--- src/sv/pfde_pkg.sv ---
`default_nettype none
package pfde_pkg;

    typedef logic signed [17:0] s18_t;

    typedef enum logic [2:0] {
        OP_CLEAR  = 3'd0,
        OP_HLINE  = 3'd1,
        OP_VLINE  = 3'd2,
        OP_RECT   = 3'd3,
        OP_ORIGIN = 3'd4,
        OP_TEXT   = 3'd5,
        OP_GLYPH  = 3'd6,
        OP_READ   = 3'd7
    } op_t;

    typedef enum logic [3:0] {
        ST_INIT,
        ST_IDLE,
        ST_CLEAR,
        ST_SEG,
        ST_PIX_RD,
        ST_PIX_WR,
        ST_LNEXT,
        ST_GRD,
        ST_GROW,
        ST_GPIX,
        ST_GNEXT,
        ST_RDWAIT,
        ST_DONE
    } state_t;

    localparam logic [7:0] NEWLINE_CODE = 8'd10;

    typedef struct packed {
        logic  horiz;
        s18_t  fixed;
        s18_t  p;
        s18_t  q;
    } seg_t;

    typedef struct packed {
        logic  nonempty;
        s18_t  lo;
        s18_t  hi;
    } clip_t;

endpackage
`default_nettype wire

--- src/sv/pfde_seg_clip.sv ---
`default_nettype none
module pfde_seg_clip #(
    parameter int X_MAX = 127,
    parameter int Y_MAX = 63
) (
    input  pfde_pkg::seg_t  seg,
    output pfde_pkg::clip_t clip
);
    import pfde_pkg::*;

    s18_t lo;
    s18_t hi;
    s18_t run_max;
    s18_t fix_max;
    logic fix_ok;

    always_comb begin
        lo      = (seg.p < seg.q) ? seg.p : seg.q;
        hi      = (seg.p < seg.q) ? seg.q : seg.p;
        run_max = seg.horiz ? s18_t'(X_MAX) : s18_t'(Y_MAX);
        fix_max = seg.horiz ? s18_t'(Y_MAX) : s18_t'(X_MAX);
        fix_ok  = (seg.fixed >= 18'sd0) && (seg.fixed <= fix_max);
        clip.lo = (lo < 18'sd0) ? 18'sd0 : lo;
        clip.hi = (hi > run_max) ? run_max : hi;
        clip.nonempty = fix_ok && (clip.lo <= clip.hi);
    end

endmodule
`default_nettype wire

--- config.mk ---
export PLATFORM = sky130hd
export DESIGN_NAME = pfde_seg_clip
export DESIGN_NICKNAME = d
export VERILOG_FILES = /design/src/sv/pfde_pkg.sv /design/src/sv/pfde_seg_clip.sv
export SDC_FILE = /design/constraint.sdc
export NUM_CORES = 1
export LEC_CHECK = 0
export BUFFER_PORTS_ARGS = -buffer_cell sky130_fd_sc_hd__buf_4
export CORE_MARGIN = 2
export CORE_UTILIZATION = 30
export DETAILED_ROUTE_END_ITERATION = 8
export GPL_TIMING_DRIVEN = 0
export SYNTH_ARGS = -nofsm -noshare
export SYNTH_HDL_FRONTEND = slang
export SYNTH_SLANG_ARGS = --single-unit
--- constraint.sdc ---
create_clock -name vclk -period 5.8
set_input_delay 0.29 -clock vclk [all_inputs]
set_output_delay 0.29 -clock vclk [all_outputs]
set_load 0.005 [all_outputs]
==> flow_metrics.tcl <==
set metrics [dict create \
    min_from "seg[3]" \
    syn_inst 278 \
    max-cap-violations 0 \
    slew_headroom_pct 57.0 \
    routed_wl_um 8000 \
    worstPathRequired_ns 5.51 \
    first_pass_iters 4 \
    seqPwrFrac_pct 0 \
    grt_pass1_wl_um 12300 \
    seq_cells 0 \
    place_hpwl_um 6380 \
    antenna_cells 0 \
    hold_viol 0 \
    antenna_found_initial 0 \
    vias_per_cell 5.57 \
    arrival_ns 5.17 \
    cts_hold_buf 0 \
    hp-class "input pin to output pin" \
    place.gp.congestion 0.896 \
    synth_warnings 0 \
    worst_pin_slew_ns 0.636 \
    syn_nets 369 \
    drc 0 \
    die_w_um 86.8 \
    peakVddDrop_uv 47.5 \
    syn_to_final_growth_pct 43.3 \
    portBuffers 90 \
    power.net_switching_mw 0.166 \
    grt_max_degree 11 \
    status "finished, final reports clean" \
    ioPinCount 92 \
    path_max_fanout 10 \
    n_clock_buffer 0 \
    syn_area_um2 2060 \
    cp-end-kind "output pin" \
    drive_above_1_share_pct 35.3 \
    nFillCells 712 \
    num_vias 2511 \
    dieArea_um2 7540 \
    power.density_nw_per_um2 113 \
    initial_utilization_pct 30.6 \
    syn_area_per_cell_um2 7.40 \
    ff_latch_area_um2 0 \
    rows 30 \
    drtIter0Drc 206 \
    yosysSeqAreaShare_pct 0 \
    min_period_ns 5.46 \
    die_h_um 86.8 \
    multi_input_area_um2 1940 \
    pwr-share-comb_pct 100.0 \
    p_clk_share_pct 0 \
    hold_path_depth 4 \
    wl_per_cell_um 17.7 \
    startpoint_type "input pin" \
    worst-setup-path-type "input pin to output pin" \
    ant_nets 0 \
    total_power_mw 0.334 \
    globalRouteOverflowTotal 0 \
    slew_viol_final 0 \
    fin_hold_ws_ns 0.943 \
    post-place-ws_ns -0.820 \
    final_nets 464 \
    postPlaceCellArea_um2 2830 \
    p_leak_nw 1.52 \
    grt_pass1_vias 2388 \
    min_to "clip[3]" \
    setup_tns_ns 0 \
    grt_usage_pct 20.5 \
    layout_setup_ws_ns 0.341 \
    setup_viol 0 \
    rsz0062_at_grt "false" \
    core_area_um2 6720 \
    final_area_um2 2950 \
    min_period_over_period_pct 94.1 \
    synth_cell_type_count 42 \
    switching_share_pct 49.8 \
    p_int_mw 0.168 \
    fmax_ghz 0.183 \
]
how the worst max path moves through the flow:
| stage | start | end | slack, ns | depth (start not counted) |
|---|---|---|---|---|
| 3_5_place_dp | seg[17] | clip[36] | -0.82 | 23 |
| 2_1_floorplan | seg[17] | clip[36] | 0.44 | 23 |
| 4_1_cts | seg[17] | clip[36] | 0.13 | 24 |
| 3_3_place_gp | seg[17] | clip[36] | -0.86 | 23 |
| 5_1_grt | seg[13] | clip[36] | 0.05 | 24 |
| 6_report | seg[13] | clip[36] | 0.34 | 23 |
logic make-up (layout without fill, tap and decap cells):
logic type	Yosys count	after routing	share of synthesized area [%]
muxes	34	34	19.4
and+or+nand+nor	100	100	25.9
adders and majority gates	36	36	21.9
AOI/OAI and AO/OA	69	69	23.1
buffers and inverters	38	131	9.55
other	1	1	0.182
metrics by stage:
| stage | cells | utilization, % |
|---|---|---|
| after global placement | 448 | 42.2 |
| after global routing | 451 | 43.9 |
| after floorplan | 278 | - |
| after detailed placement | 448 | 42.2 |
| final | 451 | 43.9 |
| after CTS | 451 | 43.3 |
worst max-delay path: stages:
cell and delay [ns]:
buf_4 0.09, inv_1 0.07, ha_1 0.31, nand4_1 0.13
or4_1 0.51, o211a_1 0.22, buf_6 0.14, nor2_8 0.08
mux2_2 0.34, ha_1 0.30, nand4_1 0.13, o41ai_4 0.38
a41oi_2 0.22, nand2_1 0.12, a2bb2oi_1 0.10, a211oi_2 0.29
ha_1 0.28, nand4_1 0.13, o21ba_2 0.17, o31a_1 0.28
o21ai_2 0.21, nor4bb_4 0.21, buf_4 0.15
layout make-up:
cell class | instances | area share, %
Tap cell | 80 | 3.40
Timing Repair Buffer | 93 | 23.8
Multi-Input combinational cell | 240 | 65.7
Inverter | 21 | 2.67
Buffer | 17 | 4.46
cell usage after synthesis, drive strengths merged:
cell	n	share of area, %
a21o	3	1.1
mux2	17	11
o41ai	17	7.2
nor4bb	1	0.49
o211a	1	0.49
a21oi	10	2.4
nand3	4	0.97
or4	1	0.37
conb	1	0.18
a2111oi	1	0.43
o21ba	1	0.49
o21a	3	1.1
o21ai	23	5.6
nor3	5	1.2
a41o	1	0.49
ha	36	22
nand4b	1	0.43
o32ai	1	0.43
mux2i	17	8.3
nor2b	17	5.2
a211oi	2	0.73
buf	7	3.9
nor2	20	4.6
clkbuf	10	1.8
a211o	2	0.85
o31a	1	0.43
nand2b	8	2.4
nand2	26	4.7
a2bb2oi	1	0.43
inv	21	3.8
nor4	6	1.8
nor3b	1	0.37
nand4	10	3.3
a41oi	2	0.85
power groups by stage:
| stage | Combinational, mW | Clock [mW] | Sequential, mW |
|---|---|---|---|
| 2_1_floorplan | 0.186 | 0 | 0 |
| 3_3_place_gp | 0.316 | 0 | 0 |
| 3_5_place_dp | 0.317 | 0 | 0 |
| 4_1_cts | 0.326 | 0 | 0 |
| 5_1_grt | 0.363 | 0 | 0 |
| 6_report | 0.334 | 0 | 0 |
cell usage in the layout, fill, tap and decap left out, drive strengths merged, types with 2 or more instances in the layout:
cell	n
a211o	2
buf	100
nor4	6
nand3	4
inv	21
nor3	5
nor2b	17
nor2	20
mux2	17
nand2b	8
mux2i	17
ha	36
o41ai	17
a21o	3
o21a	3
a211oi	2
nand4	10
o21ai	23
a21oi	10
clkbuf	10
nand2	26
a41oi	2
layer usage:
metal	GRT usage (%)	vias up	share of wire (%)	wire length (µm)
li1	-	1232	-	-
met1	28.9	1156	44	3550
met2	35.2	117	47	3750
met3	1.14	6	8.0	639
met4	2.84	0	0.74	59
met5	0	-	0	0
repair_timing:
action / CTS / global route
pin swaps: 3 / 6
gates resized for setup: 12 / 9
cloned: 0 / 0
endpoints found under the setup margin: 1 / 1
setup buffers: 3 / 0
No activity file was read; power rests on OpenSTA's default activity.
